`config.mk`:
```
export PLATFORM = sky130hd
export DESIGN_NAME = read_pair_score_best_tracker
export DESIGN_NICKNAME = d
export VERILOG_FILES = /design/src/hw/rtl/rpsb_pkg.sv /design/src/hw/rtl/rpsb_front.sv /design/src/hw/rtl/rpsb_queue.sv /design/src/hw/rtl/rpsb_back.sv /design/src/hw/rtl/read_pair_score_best_tracker.sv
export SDC_FILE = /design/constraint.sdc
export NUM_CORES = 2
export LEC_CHECK = 0
export BUFFER_PORTS_ARGS = -buffer_cell sky130_fd_sc_hd__buf_2
export CORE_MARGIN = 5
export CORE_UTILIZATION = 55
export CTS_CLUSTER_SIZE = 28
export DETAILED_ROUTE_END_ITERATION = 16
export PLACE_DENSITY = 0.77
export REMOVE_ABC_BUFFERS = 1
export SYNTH_ARGS = -nofsm -noshare
export SYNTH_HDL_FRONTEND = slang
export SYNTH_SLANG_ARGS = --single-unit
```
`constraint.sdc`:
```
create_clock -name i_clk -period 16.7 [get_ports i_clk]
set_input_delay 0.835 -clock i_clk [delete_from_list [all_inputs] [get_ports i_clk]]
set_output_delay 0.835 -clock i_clk [all_outputs]
set_load 0.02 [all_outputs]
```
`src/hw/rtl/rpsb_pkg.sv`:
```
// Shared types, constants and register codes for the read pair score tracker.
package rpsb_pkg;

    localparam int QUEUE_DEPTH_DEF = 8;

    localparam int CFG_INDEX_W = 3;
    localparam int CFG_DATA_W  = 32;
    localparam int BONUS_W     = 20;
    localparam int QUOT_W      = 26;
    localparam int DIV_W       = 10;

    localparam logic signed [31:0] SCORE_MIN      = 32'sh8000_0000;
    localparam logic signed [31:0] HALF_MIN_BOTH  = 32'shBFFF_FFFF;
    localparam logic signed [31:0] HALF_MIN_ONE   = 32'shC000_0000;
    localparam logic [15:0]        COUNT_MAX      = 16'hFFFF;

    // Reciprocals for exact division of a 32-bit distance: the estimate is
    // at most one below the true quotient and is corrected afterwards.
    localparam logic [31:0]        RECIP_DNA      = 32'd2748779069;
    localparam logic [31:0]        RECIP_RNA      = 32'd2199023255;
    localparam logic [DIV_W-1:0]   DIV_DNA        = 10'd100;
    localparam logic [DIV_W-1:0]   DIV_RNA        = 10'd1000;

    localparam logic [31:0]        MAX_DIST_RST   = 32'd500000;
    localparam logic [31:0]        DNA_START_RST  = 32'd1000;
    localparam logic [31:0]        RNA_START_RST  = 32'd100000;
    localparam logic [BONUS_W-1:0] BONUS_RST      = 20'd500000;

    typedef enum logic [CFG_INDEX_W-1:0] {
        CFG_RNA_MODE      = 3'd0,
        CFG_MAX_DISTANCE  = 3'd1,
        CFG_DNA_START     = 3'd2,
        CFG_RNA_START     = 3'd3,
        CFG_BONUS         = 3'd4
    } t_cfg_index;

    typedef enum logic [1:0] {
        KIND_SEGMENT,
        KIND_UNMAPPED_BOTH,
        KIND_UNMAPPED_ONE,
        KIND_MAPPED
    } t_kind;

    typedef struct packed {
        logic               rna_mode;
        logic [31:0]        max_pair_distance;
        logic [31:0]        dna_penalty_start;
        logic [31:0]        rna_penalty_start;
        logic [BONUS_W-1:0] concordant_bonus;
    } t_cfg;

    typedef struct packed {
        logic               new_read;
        logic signed [31:0] score;
        logic               count;
        logic               conc;
    } t_pair;

    typedef struct packed {
        logic  valid;
        t_pair pair;
    } t_beat;

endpackage

```
`src/hw/rtl/rpsb_front.sv`:
```
// Front pipeline: accepts candidate pairs and computes the pair score in three stages.
module rpsb_front
    import rpsb_pkg::*;
#(
    parameter int QUEUE_DEPTH = QUEUE_DEPTH_DEF
) (
    input  logic                              i_clk,
    input  logic                              i_rst_n,
    input  t_cfg                              i_cfg,
    input  logic                              i_in_valid,
    output logic                              o_in_stall,
    input  logic                              i_new_read,
    input  logic [31:0]                       i_loc_first,
    input  logic [31:0]                       i_loc_second,
    input  logic signed [15:0]                i_score_first,
    input  logic signed [15:0]                i_score_second,
    input  logic                              i_fwd_first,
    input  logic                              i_fwd_second,
    input  logic                              i_mapped_first,
    input  logic                              i_mapped_second,
    input  logic                              i_same_segment,
    input  logic [$clog2(QUEUE_DEPTH+1)-1:0]  i_level,
    output t_beat                             o_push
);

    localparam int CW = $clog2(QUEUE_DEPTH + 1);
    localparam int BW = CW + 1;

    logic               w_accept;
    logic [BW-1:0]      w_busy;
    logic [31:0]        w_dist;
    logic               w_faces;
    logic signed [16:0] w_sum;
    t_kind              w_kind;

    // Stage 1: distance, orientation, score sum, class.
    logic               r_v1, r_new1, r_faces1;
    t_kind              r_kind1;
    logic [31:0]        r_dist1;
    logic signed [16:0] r_sum1;

    // Stage 2: reciprocal product, scaled base score, limit compares.
    logic signed [24:0] w_scaled;
    logic signed [31:0] w_base;
    logic [63:0]        w_prod;
    logic               r_v2, r_new2, r_faces2, r_far2, r_pen2;
    t_kind              r_kind2;
    logic [31:0]        r_dist2;
    logic signed [31:0] r_base2;
    logic [63:0]        r_prod2;

    // Stage 3: quotient estimate and its back product.
    logic [QUOT_W-1:0]  w_est;
    logic [DIV_W-1:0]   w_div;
    logic [35:0]        w_estd;
    logic               r_v3, r_new3, r_faces3, r_far3, r_pen3;
    t_kind              r_kind3;
    logic [31:0]        r_dist3;
    logic signed [31:0] r_base3;
    logic [QUOT_W-1:0]  r_est3;
    logic [31:0]        r_estd3;

    logic [31:0]        w_rem;
    logic [QUOT_W-1:0]  w_quot;
    logic signed [31:0] w_mapped_score;

    // Credit check: every beat in flight already owns a queue slot.
    assign w_busy     = BW'(i_level) + BW'(r_v1) + BW'(r_v2) + BW'(r_v3);
    assign o_in_stall = (w_busy >= BW'(QUEUE_DEPTH));
    assign w_accept   = i_in_valid && !o_in_stall;

    always_comb begin
        w_dist  = (i_loc_first > i_loc_second) ? (i_loc_first - i_loc_second)
                                               : (i_loc_second - i_loc_first);
        w_faces = (i_loc_first < i_loc_second) ? (i_fwd_first && !i_fwd_second)
                                               : (!i_fwd_first && i_fwd_second);
        w_sum   = 17'(i_score_first) + 17'(i_score_second);
        if (i_same_segment) begin
            w_kind = KIND_SEGMENT;
        end else if (!i_mapped_first && !i_mapped_second) begin
            w_kind = KIND_UNMAPPED_BOTH;
        end else if (!i_mapped_first || !i_mapped_second) begin
            w_kind = KIND_UNMAPPED_ONE;
        end else begin
            w_kind = KIND_MAPPED;
        end
    end

    always_comb begin
        w_scaled = $signed({{8{r_sum1[16]}}, r_sum1}) * 25'sd100;
        w_base   = i_cfg.rna_mode ? -32'(w_scaled) : 32'(w_scaled);
        w_prod   = {32'd0, r_dist1} * {32'd0, (i_cfg.rna_mode ? RECIP_RNA : RECIP_DNA)};
    end

    always_comb begin
        w_div  = i_cfg.rna_mode ? DIV_RNA : DIV_DNA;
        w_est  = i_cfg.rna_mode ? QUOT_W'(r_prod2[63:41]) : r_prod2[63:38];
        w_estd = {10'd0, w_est} * {26'd0, w_div};
    end

    always_comb begin
        w_rem  = r_dist3 - r_estd3;
        w_quot = r_est3 + ((w_rem >= 32'(w_div)) ? QUOT_W'(1) : QUOT_W'(0));
        w_mapped_score = r_base3
                       - (r_pen3   ? 32'(w_quot) : 32'd0)
                       + (r_faces3 ? 32'(i_cfg.concordant_bonus) : 32'd0);
    end

    always_ff @(posedge i_clk) begin
        if (!i_rst_n) begin
            r_v1 <= 1'b0;
            r_v2 <= 1'b0;
            r_v3 <= 1'b0;
        end else begin
            r_v1 <= w_accept;
            r_v2 <= r_v1;
            r_v3 <= r_v2;
        end
    end

    always_ff @(posedge i_clk) begin
        r_new1   <= i_new_read;
        r_kind1  <= w_kind;
        r_faces1 <= w_faces;
        r_dist1  <= w_dist;
        r_sum1   <= w_sum;

        r_new2   <= r_new1;
        r_kind2  <= r_kind1;
        r_faces2 <= r_faces1;
        r_dist2  <= r_dist1;
        r_far2   <= (r_dist1 > i_cfg.max_pair_distance);
        r_pen2   <= (r_dist1 > (i_cfg.rna_mode ? i_cfg.rna_penalty_start
                                               : i_cfg.dna_penalty_start));
        r_base2  <= w_base;
        r_prod2  <= w_prod;

        r_new3   <= r_new2;
        r_kind3  <= r_kind2;
        r_faces3 <= r_faces2;
        r_far3   <= r_far2;
        r_pen3   <= r_pen2;
        r_dist3  <= r_dist2;
        r_base3  <= r_base2;
        r_est3   <= w_est;
        r_estd3  <= w_estd[31:0];
    end

    always_comb begin
        o_push.valid         = r_v3;
        o_push.pair.new_read = r_new3;
        o_push.pair.score    = SCORE_MIN;
        o_push.pair.count    = 1'b0;
        o_push.pair.conc     = 1'b0;
        unique case (r_kind3)
            KIND_SEGMENT: begin
                o_push.pair.score = SCORE_MIN;
            end
            KIND_UNMAPPED_BOTH: begin
                o_push.pair.score = HALF_MIN_BOTH;
            end
            KIND_UNMAPPED_ONE: begin
                o_push.pair.score = HALF_MIN_ONE;
                o_push.pair.count = 1'b1;
            end
            KIND_MAPPED: begin
                o_push.pair.count = 1'b1;
                if (r_far3) begin
                    o_push.pair.score = SCORE_MIN;
                end else begin
                    o_push.pair.score = w_mapped_score;
                    o_push.pair.conc  = r_faces3;
                end
            end
            default: begin
                o_push.pair.score = SCORE_MIN;
            end
        endcase
    end

endmodule

```
`src/hw/rtl/rpsb_queue.sv`:
```
// Small queue of scored pairs between the front pipeline and the best tracker.
module rpsb_queue
    import rpsb_pkg::*;
#(
    parameter int QUEUE_DEPTH = QUEUE_DEPTH_DEF
) (
    input  logic                              i_clk,
    input  logic                              i_rst_n,
    input  t_beat                             i_push,
    input  logic                              i_pop,
    output t_beat                             o_head,
    output logic [$clog2(QUEUE_DEPTH+1)-1:0]  o_level
);

    localparam int AW = (QUEUE_DEPTH > 1) ? $clog2(QUEUE_DEPTH) : 1;
    localparam int CW = $clog2(QUEUE_DEPTH + 1);

    t_pair         r_mem [QUEUE_DEPTH];
    logic [AW-1:0] r_wr_ptr, r_rd_ptr;
    logic [CW-1:0] r_level;
    logic          w_pop;

    assign w_pop          = i_pop && (r_level != '0);
    assign o_head.valid   = (r_level != '0);
    assign o_head.pair    = r_mem[r_rd_ptr];
    assign o_level        = r_level;

    always_ff @(posedge i_clk) begin
        if (i_push.valid) begin
            r_mem[r_wr_ptr] <= i_push.pair;
        end
    end

    always_ff @(posedge i_clk) begin
        if (!i_rst_n) begin
            r_wr_ptr <= '0;
            r_rd_ptr <= '0;
            r_level  <= '0;
        end else begin
            if (i_push.valid) begin
                r_wr_ptr <= (r_wr_ptr == AW'(QUEUE_DEPTH - 1)) ? '0 : r_wr_ptr + AW'(1);
            end
            if (w_pop) begin
                r_rd_ptr <= (r_rd_ptr == AW'(QUEUE_DEPTH - 1)) ? '0 : r_rd_ptr + AW'(1);
            end
            r_level <= r_level + CW'(i_push.valid) - CW'(w_pop);
        end
    end

endmodule

```
`src/hw/rtl/rpsb_back.sv`:
```
// Best tracker: compares each scored pair with the running best and registers the result.
module rpsb_back
    import rpsb_pkg::*;
(
    input  logic               i_clk,
    input  logic               i_rst_n,
    input  t_beat              i_head,
    output logic               o_pop,
    output logic               o_out_valid,
    input  logic               i_out_stall,
    output logic signed [31:0] o_pair_score,
    output logic               o_pair_count,
    output logic               o_concordant,
    output logic               o_kept,
    output logic signed [31:0] o_best_score_out,
    output logic [15:0]        o_best_count_out,
    output logic               o_any_concordant
);

    logic               r_out_valid;
    logic signed [31:0] r_best, n_best;
    logic [15:0]        r_count, n_count;
    logic               r_conc, n_conc;
    logic               n_kept;
    logic signed [31:0] w_old_best;
    logic [15:0]        w_old_count;
    logic               w_old_conc;
    logic [16:0]        w_sum;

    logic signed [31:0] r_pair_score;
    logic               r_pair_count, r_pair_conc, r_kept;

    assign o_pop = i_head.valid && (!r_out_valid || !i_out_stall);

    always_comb begin
        w_old_best  = i_head.pair.new_read ? SCORE_MIN : r_best;
        w_old_count = i_head.pair.new_read ? 16'd0     : r_count;
        w_old_conc  = i_head.pair.new_read ? 1'b0      : r_conc;
        w_sum       = 17'(w_old_count) + 17'(i_head.pair.count);
        n_best      = w_old_best;
        n_count     = w_old_count;
        n_conc      = w_old_conc;
        n_kept      = 1'b0;
        if (i_head.pair.score > w_old_best) begin
            n_best  = i_head.pair.score;
            n_count = 16'(i_head.pair.count);
            n_conc  = i_head.pair.conc;
            n_kept  = 1'b1;
        end else if (i_head.pair.score == w_old_best) begin
            n_count = w_sum[16] ? COUNT_MAX : w_sum[15:0];
            n_kept  = 1'b1;
        end
    end

    always_ff @(posedge i_clk) begin
        if (!i_rst_n) begin
            r_out_valid <= 1'b0;
            r_best      <= SCORE_MIN;
            r_count     <= 16'd0;
            r_conc      <= 1'b0;
        end else begin
            if (o_pop) begin
                r_out_valid <= 1'b1;
                r_best      <= n_best;
                r_count     <= n_count;
                r_conc      <= n_conc;
            end else if (!i_out_stall) begin
                r_out_valid <= 1'b0;
            end
        end
    end

    always_ff @(posedge i_clk) begin
        if (o_pop) begin
            r_pair_score <= i_head.pair.score;
            r_pair_count <= i_head.pair.count;
            r_pair_conc  <= i_head.pair.conc;
            r_kept       <= n_kept;
        end
    end

    assign o_out_valid      = r_out_valid;
    assign o_pair_score     = r_pair_score;
    assign o_pair_count     = r_pair_count;
    assign o_concordant     = r_pair_conc;
    assign o_kept           = r_kept;
    assign o_best_score_out = r_best;
    assign o_best_count_out = r_count;
    assign o_any_concordant = r_conc;

endmodule

```
`src/hw/rtl/read_pair_score_best_tracker.sv`:
```
// Throughput: one beat per cycle while o_in_stall is low; the three-stage scoring pipeline never stalls internally.
// Input stall rises when queued plus in-flight beats fill the queue depth (QUEUE_DEPTH).
// Reset is synchronous and active low; it empties pipeline, queue and output register,
// sets the best score to the minimum with zero ties, and loads the register defaults.
// There is no clearing pass: the block accepts beats as soon as reset is released.
module read_pair_score_best_tracker
    import rpsb_pkg::*;
#(
    parameter int QUEUE_DEPTH = QUEUE_DEPTH_DEF
) (
    input  logic                    i_clk,
    input  logic                    i_rst_n,

    input  logic                    i_cfg_valid,
    output logic                    o_cfg_ready,
    input  logic [CFG_INDEX_W-1:0]  i_cfg_index,
    input  logic [CFG_DATA_W-1:0]   i_cfg_data,

    input  logic                    i_in_valid,
    output logic                    o_in_stall,
    input  logic                    i_new_read,
    input  logic [31:0]             i_loc_first,
    input  logic [31:0]             i_loc_second,
    input  logic signed [15:0]      i_score_first,
    input  logic signed [15:0]      i_score_second,
    input  logic                    i_fwd_first,
    input  logic                    i_fwd_second,
    input  logic                    i_mapped_first,
    input  logic                    i_mapped_second,
    input  logic                    i_same_segment,

    output logic                    o_out_valid,
    input  logic                    i_out_stall,
    output logic signed [31:0]      o_pair_score,
    output logic                    o_pair_count,
    output logic                    o_concordant,
    output logic                    o_kept,
    output logic signed [31:0]      o_best_score_out,
    output logic [15:0]             o_best_count_out,
    output logic                    o_any_concordant
);

    localparam int CW = $clog2(QUEUE_DEPTH + 1);

    t_cfg          r_cfg;
    t_beat         w_push;
    t_beat         w_head;
    logic          w_pop;
    logic [CW-1:0] w_level;

    // The configuration port takes a beat every cycle. The user must write the registers only
    // while the block is idle, so the pipeline reads them directly; the block does not enforce it.
    // Writes to an index that names no register are dropped.
    assign o_cfg_ready = 1'b1;

    always_ff @(posedge i_clk) begin
        if (!i_rst_n) begin
            r_cfg.rna_mode          <= 1'b0;
            r_cfg.max_pair_distance <= MAX_DIST_RST;
            r_cfg.dna_penalty_start <= DNA_START_RST;
            r_cfg.rna_penalty_start <= RNA_START_RST;
            r_cfg.concordant_bonus  <= BONUS_RST;
        end else if (i_cfg_valid && o_cfg_ready) begin
            unique case (i_cfg_index)
                CFG_RNA_MODE:     r_cfg.rna_mode          <= i_cfg_data[0];
                CFG_MAX_DISTANCE: r_cfg.max_pair_distance <= i_cfg_data;
                CFG_DNA_START:    r_cfg.dna_penalty_start <= i_cfg_data;
                CFG_RNA_START:    r_cfg.rna_penalty_start <= i_cfg_data;
                CFG_BONUS:        r_cfg.concordant_bonus  <= i_cfg_data[BONUS_W-1:0];
                default: begin
                end
            endcase
        end
    end

    // The front computes the distance, class and score of each pair. The
    // distance divided by 100 or 1000 comes from a reciprocal multiply that
    // is corrected by one compare against the remainder.
    rpsb_front #(
        .QUEUE_DEPTH (QUEUE_DEPTH)
    ) u_front (
        .i_clk           (i_clk),
        .i_rst_n         (i_rst_n),
        .i_cfg           (r_cfg),
        .i_in_valid      (i_in_valid),
        .o_in_stall      (o_in_stall),
        .i_new_read      (i_new_read),
        .i_loc_first     (i_loc_first),
        .i_loc_second    (i_loc_second),
        .i_score_first   (i_score_first),
        .i_score_second  (i_score_second),
        .i_fwd_first     (i_fwd_first),
        .i_fwd_second    (i_fwd_second),
        .i_mapped_first  (i_mapped_first),
        .i_mapped_second (i_mapped_second),
        .i_same_segment  (i_same_segment),
        .i_level         (w_level),
        .o_push          (w_push)
    );

    // The queue absorbs the beats in flight when the output side stalls.
    rpsb_queue #(
        .QUEUE_DEPTH (QUEUE_DEPTH)
    ) u_queue (
        .i_clk   (i_clk),
        .i_rst_n (i_rst_n),
        .i_push  (w_push),
        .i_pop   (w_pop),
        .o_head  (w_head),
        .o_level (w_level)
    );

    // The back holds the best score state; each popped pair updates it in
    // the cycle after the pop, so a tie or a new best is visible to the very next pair.
    rpsb_back u_back (
        .i_clk            (i_clk),
        .i_rst_n          (i_rst_n),
        .i_head           (w_head),
        .o_pop            (w_pop),
        .o_out_valid      (o_out_valid),
        .i_out_stall      (i_out_stall),
        .o_pair_score     (o_pair_score),
        .o_pair_count     (o_pair_count),
        .o_concordant     (o_concordant),
        .o_kept           (o_kept),
        .o_best_score_out (o_best_score_out),
        .o_best_count_out (o_best_count_out),
        .o_any_concordant (o_any_concordant)
    );

endmodule

```
==> metrics.log <==
INFO  metric gp_congestion = 0.969
INFO  metric avgSynthCellArea = 10.5 µm²
INFO  metric synthSimpleGateAreaFrac = 8.27%
INFO  metric synth_cells = 6,207
INFO  metric postCtsSetupBuffers = 0
INFO  metric core-area = around 120,000 µm²
INFO  metric async_flop_share = 0%
INFO  metric globalRoute.totalOverflow = 0
INFO  metric num_rows = 126
INFO  metric vias_per_cell = 5.52
INFO  metric remaining_drc_errors = 0
INFO  metric synth_seq_area_share = 28.5%
INFO  metric finish.net_count = 8,256
INFO  metric io_buffer_count = 227
INFO  metric global_route.usage.total = between 20% and 30%
INFO  metric critPathCaptureType = register
INFO  metric cts.sinks = 769
INFO  metric post_synthesis_cell_area = 65,100 µm²
INFO  metric n_fill_cell = 9,295
INFO  metric cts.repair.resized = 0
INFO  metric min_path_type = register to register
INFO  metric antenna_violating_nets_post_route = 0
INFO  metric vias_in_the_first_global_route = around 48k
INFO  metric path_class = register to register
INFO  metric drt-pass1-iter-count = 7
INFO  metric final.setup_skew = 0.0665 ns
INFO  metric area_growth_syn_to_layout = 9.54%
INFO  metric kind_of_start_point_of_the_critical_path = register
INFO  metric final-hold-violation-count = 0
INFO  metric max_freq = 105 MHz
INFO  metric synth_top_family_by_area = adder cells
INFO  metric dpl.hpwl = 125 mm
INFO  metric grt_first_pass_wirelength = 256 mm
INFO  metric dieArea = approximately 130,000 µm²
INFO  metric status = finished clean
INFO  metric synth_enable_flop_cells = 315
INFO  metric worst-slew-pin-transition = 1.13 ns
INFO  metric postRouteWirelength = ~160 mm
INFO  metric die_w = about 350 µm
INFO  metric drv.max_cap_violation_count = 0
INFO  metric timing.final.crit_period = around 9.5 ns
INFO  metric rsz0062_at_grt = false
INFO  metric cts.hold.buffers_added = 0
INFO  metric synth_adder_area_share = 39.0%
INFO  metric post_drt_wl_per_cell = 19.7 µm
INFO  metric timing.setup.tns = 0 ns
INFO  metric synthFlopType = dfxtp_1
INFO  metric worstRegToRegCells = 34
INFO  metric drv_slew = 0
INFO  metric initial_standard_cell_utilization_of_the_core = between 50% and 60%
INFO  metric detailedRoute.firstIterationViolations = about 3.4k
INFO  metric setup_violation_total_in_the_final_timing_report = 0
INFO  metric crit_path_top_delay_cell = dfxtp_4
INFO  metric vias = around 45k
INFO  metric distinct_cell_type_count_of_the_synthesized_netlist = roughly 110
INFO  metric synth-compound-area-share = 9.11%
INFO  metric worst_skew_pair.late_latency = 0.69 ns
INFO  metric crit_path_max_incr_delay = 0.67 ns
INFO  metric antenna_found_initial = 15
INFO  metric root_buffer = clkbuf_16
INFO  metric cp.arrival = around 9.8 ns
INFO  metric dieHeight = 354 µm
INFO  metric synth_mux_area_share = 3.93%
INFO  metric finalCritPeriodShare = between 50% and 60%
INFO  metric cts_tree = done
INFO  metric cts_htree_levels = 3
INFO  metric synth_warnings = 0
INFO  metric ioPinCount = 229
INFO  metric worst-endpoint-required = between 15 and 20 ns
INFO  metric worstPathMaxFanout = 66
INFO  metric crit_path_frequent_cell = ha_1
INFO  metric cts_inserted_buffers = 83
INFO  metric clk_transition_reported_paths = 0.06 ns
INFO  metric yosys_register_bits = 769
INFO  metric max_buffers_root_to_sink = 3
INFO  metric grt_max_degree = 119
INFO  metric holdPathStages = 0
INFO  metric post_route_cells_drive_above_1_share = a little under a tenth
INFO  metric synthXorXnorAreaFrac = 2.64%
INFO  metric slew-limit-headroom = 24.1%
==> stage by stage <==
stage	area, µm²	hold WS (ns)	setup WS [ns]	cells	utilization (%)
floorplan	64700	0.310	5.21	6148	-
global placement	68400	0.309	7.32	7976	58.1
detailed placement	68400	0.312	7.27	7976	58.1
CTS	71300	0.258	7.24	8130	60.5
global route	71300	0.269	6.80	8131	60.5
finish	71300	0.283	7.20	8143	60.5
==> state kept, by name, indices dropped and copies added (netlist names), 3 cells and up, named ones only <==
signal and flops:
r_cfg 117, u_front.r_base2 30, u_queue.r_rd_ptr 3, u_queue.r_wr_ptr 3, u_queue.r_mem 280, u_front.r_prod2 26
u_front.r_estd3 30, u_front.r_sum1 17, u_front.r_dist2 32, u_front.r_base3 30, u_back.o_best_count_out 16, u_back.o_best_score_out 32
u_front.r_est3 26, u_front.r_dist3 32, u_back.o_pair_score 32, u_front.r_dist1 32, u_queue.o_level 4
==> routing by layer <==
layer	wire length, µm	vias to the layer above	GRT usage (%)
li1	-	20800	-
met1	63600	22000	32.8
met2	76600	1654	43.5
met3	12700	396	5.14
met4	7580	8	10.9
met5	52	-	0
==> placed cells by master (no fill, tap or decap), types with 14 or more instances in the layout <==
cell       count
buf_4         66
nand2_1      467
nor2_1       190
and2_1        85
ha_1         859
mux4_2        70
dfxtp_1      448
nand2b_1      42
buf_2        226
or3_1         18
xor2_1        63
a21boi_0     102
o21bai_1      34
a21oi_1      228
o2bb2ai_1     34
nand4_1       49
xnor2_1      131
nand3_1       76
o31ai_1       14
conb_1        87
and3_1        25
edfxtp_1     315
clkbuf_16     83
o211ai_1      16
nor2b_1       81
o21ai_1       33
or2_2         34
nor3_1        34
fa_1         730
a31oi_1       18
mux2i_1       86
o21a_1        26
a21o_1       112
o21ai_0      156
inv_1       1307
a211oi_1      17
clkinv_2      14
==> final cells by class <==
type / count / area, µm² / share of cell area (%)
flip-flops and latches: 769 / 18600 / 26.0
well taps: 1536 / 1920 / 2.70
clock buffers: 103 / 2230 / 3.13
repair buffers: 292 / 1630 / 2.28
clock inverters: 51 / 658 / 0.923
multi-input cells: 4068 / 41400 / 58.0
diodes: 13 / 32.5 / 0.0456
inverters: 1311 / 4920 / 6.90
==> cells by family after synthesis <==
family / Yosys count
fa+ha+maj: 1589
xor+xnor: 195
flops: 769
compound gates: 889
simple gates: 1141
buf+inv: 1455
other cells: 2
mux: 167
==> final timing paths <==
kind,startpoint,end,slack [ns]
min,u_front.r_dist2[5]$_DFF_P_,u_front.r_dist3[5]$_DFF_P_,0.28
max reg2reg,r_cfg[116]$_SDFFE_PN0P_,u_queue.r_mem[0][33]$_DFFE_PP_,7.20
min reg2reg,u_front.r_dist2[5]$_DFF_P_,u_front.r_dist3[5]$_DFF_P_,0.28
max,r_cfg[116]$_SDFFE_PN0P_,u_queue.r_mem[0][33]$_DFFE_PP_,7.20
==> Yosys cell counts, drive strengths merged (7+ instances only) <==
cell     number  area share (%)
inv        1311             7.6
ha          859              17
fa          730              22
nand2       469             2.7
dfxtp       454              14
edfxtp      315              15
a21oi       230             1.8
nor2        198             1.1
o21ai       190             1.5
xnor2       132             1.8
a21o        116             1.3
clkbuf      106            0.63
a21boi      104             1.2
mux2i        87             1.3
and2         86            0.83
nor2b        82            0.79
nand3        78            0.61
mux4         70             2.4
xor2         63            0.85
nand4        49            0.47
nand2b       42            0.40
buf          38            0.40
nor3         37            0.30
or2          35            0.34
o21bai       34            0.39
o2bb2ai      34            0.46
o21a         26            0.30
and3         25            0.24
a211oi       19            0.23
or3          19            0.19
a31oi        18            0.17
o211ai       16            0.18
o31ai        15            0.18
a221oi       11            0.18
mux2         10            0.17
nor4          9           0.086
o311ai        9            0.13
a2111oi       7            0.15
a31o          7            0.11
==> critical path: cells and delay by family, from the launching register on <==
kind	cells	cell delay [ns]
DFF	1	0.67
adders and majority gates	5	1.76
xor gates and xnor gates	2	0.48
and+or+nand+nor	13	2.58
buffers and inverters	5	1.18
AOI/OAI and AO/OA	9	2.36
Power is left out: the tool's default activity adds up to more than one toggle a clock period on the data nets, which glitch-free logic cannot reach.
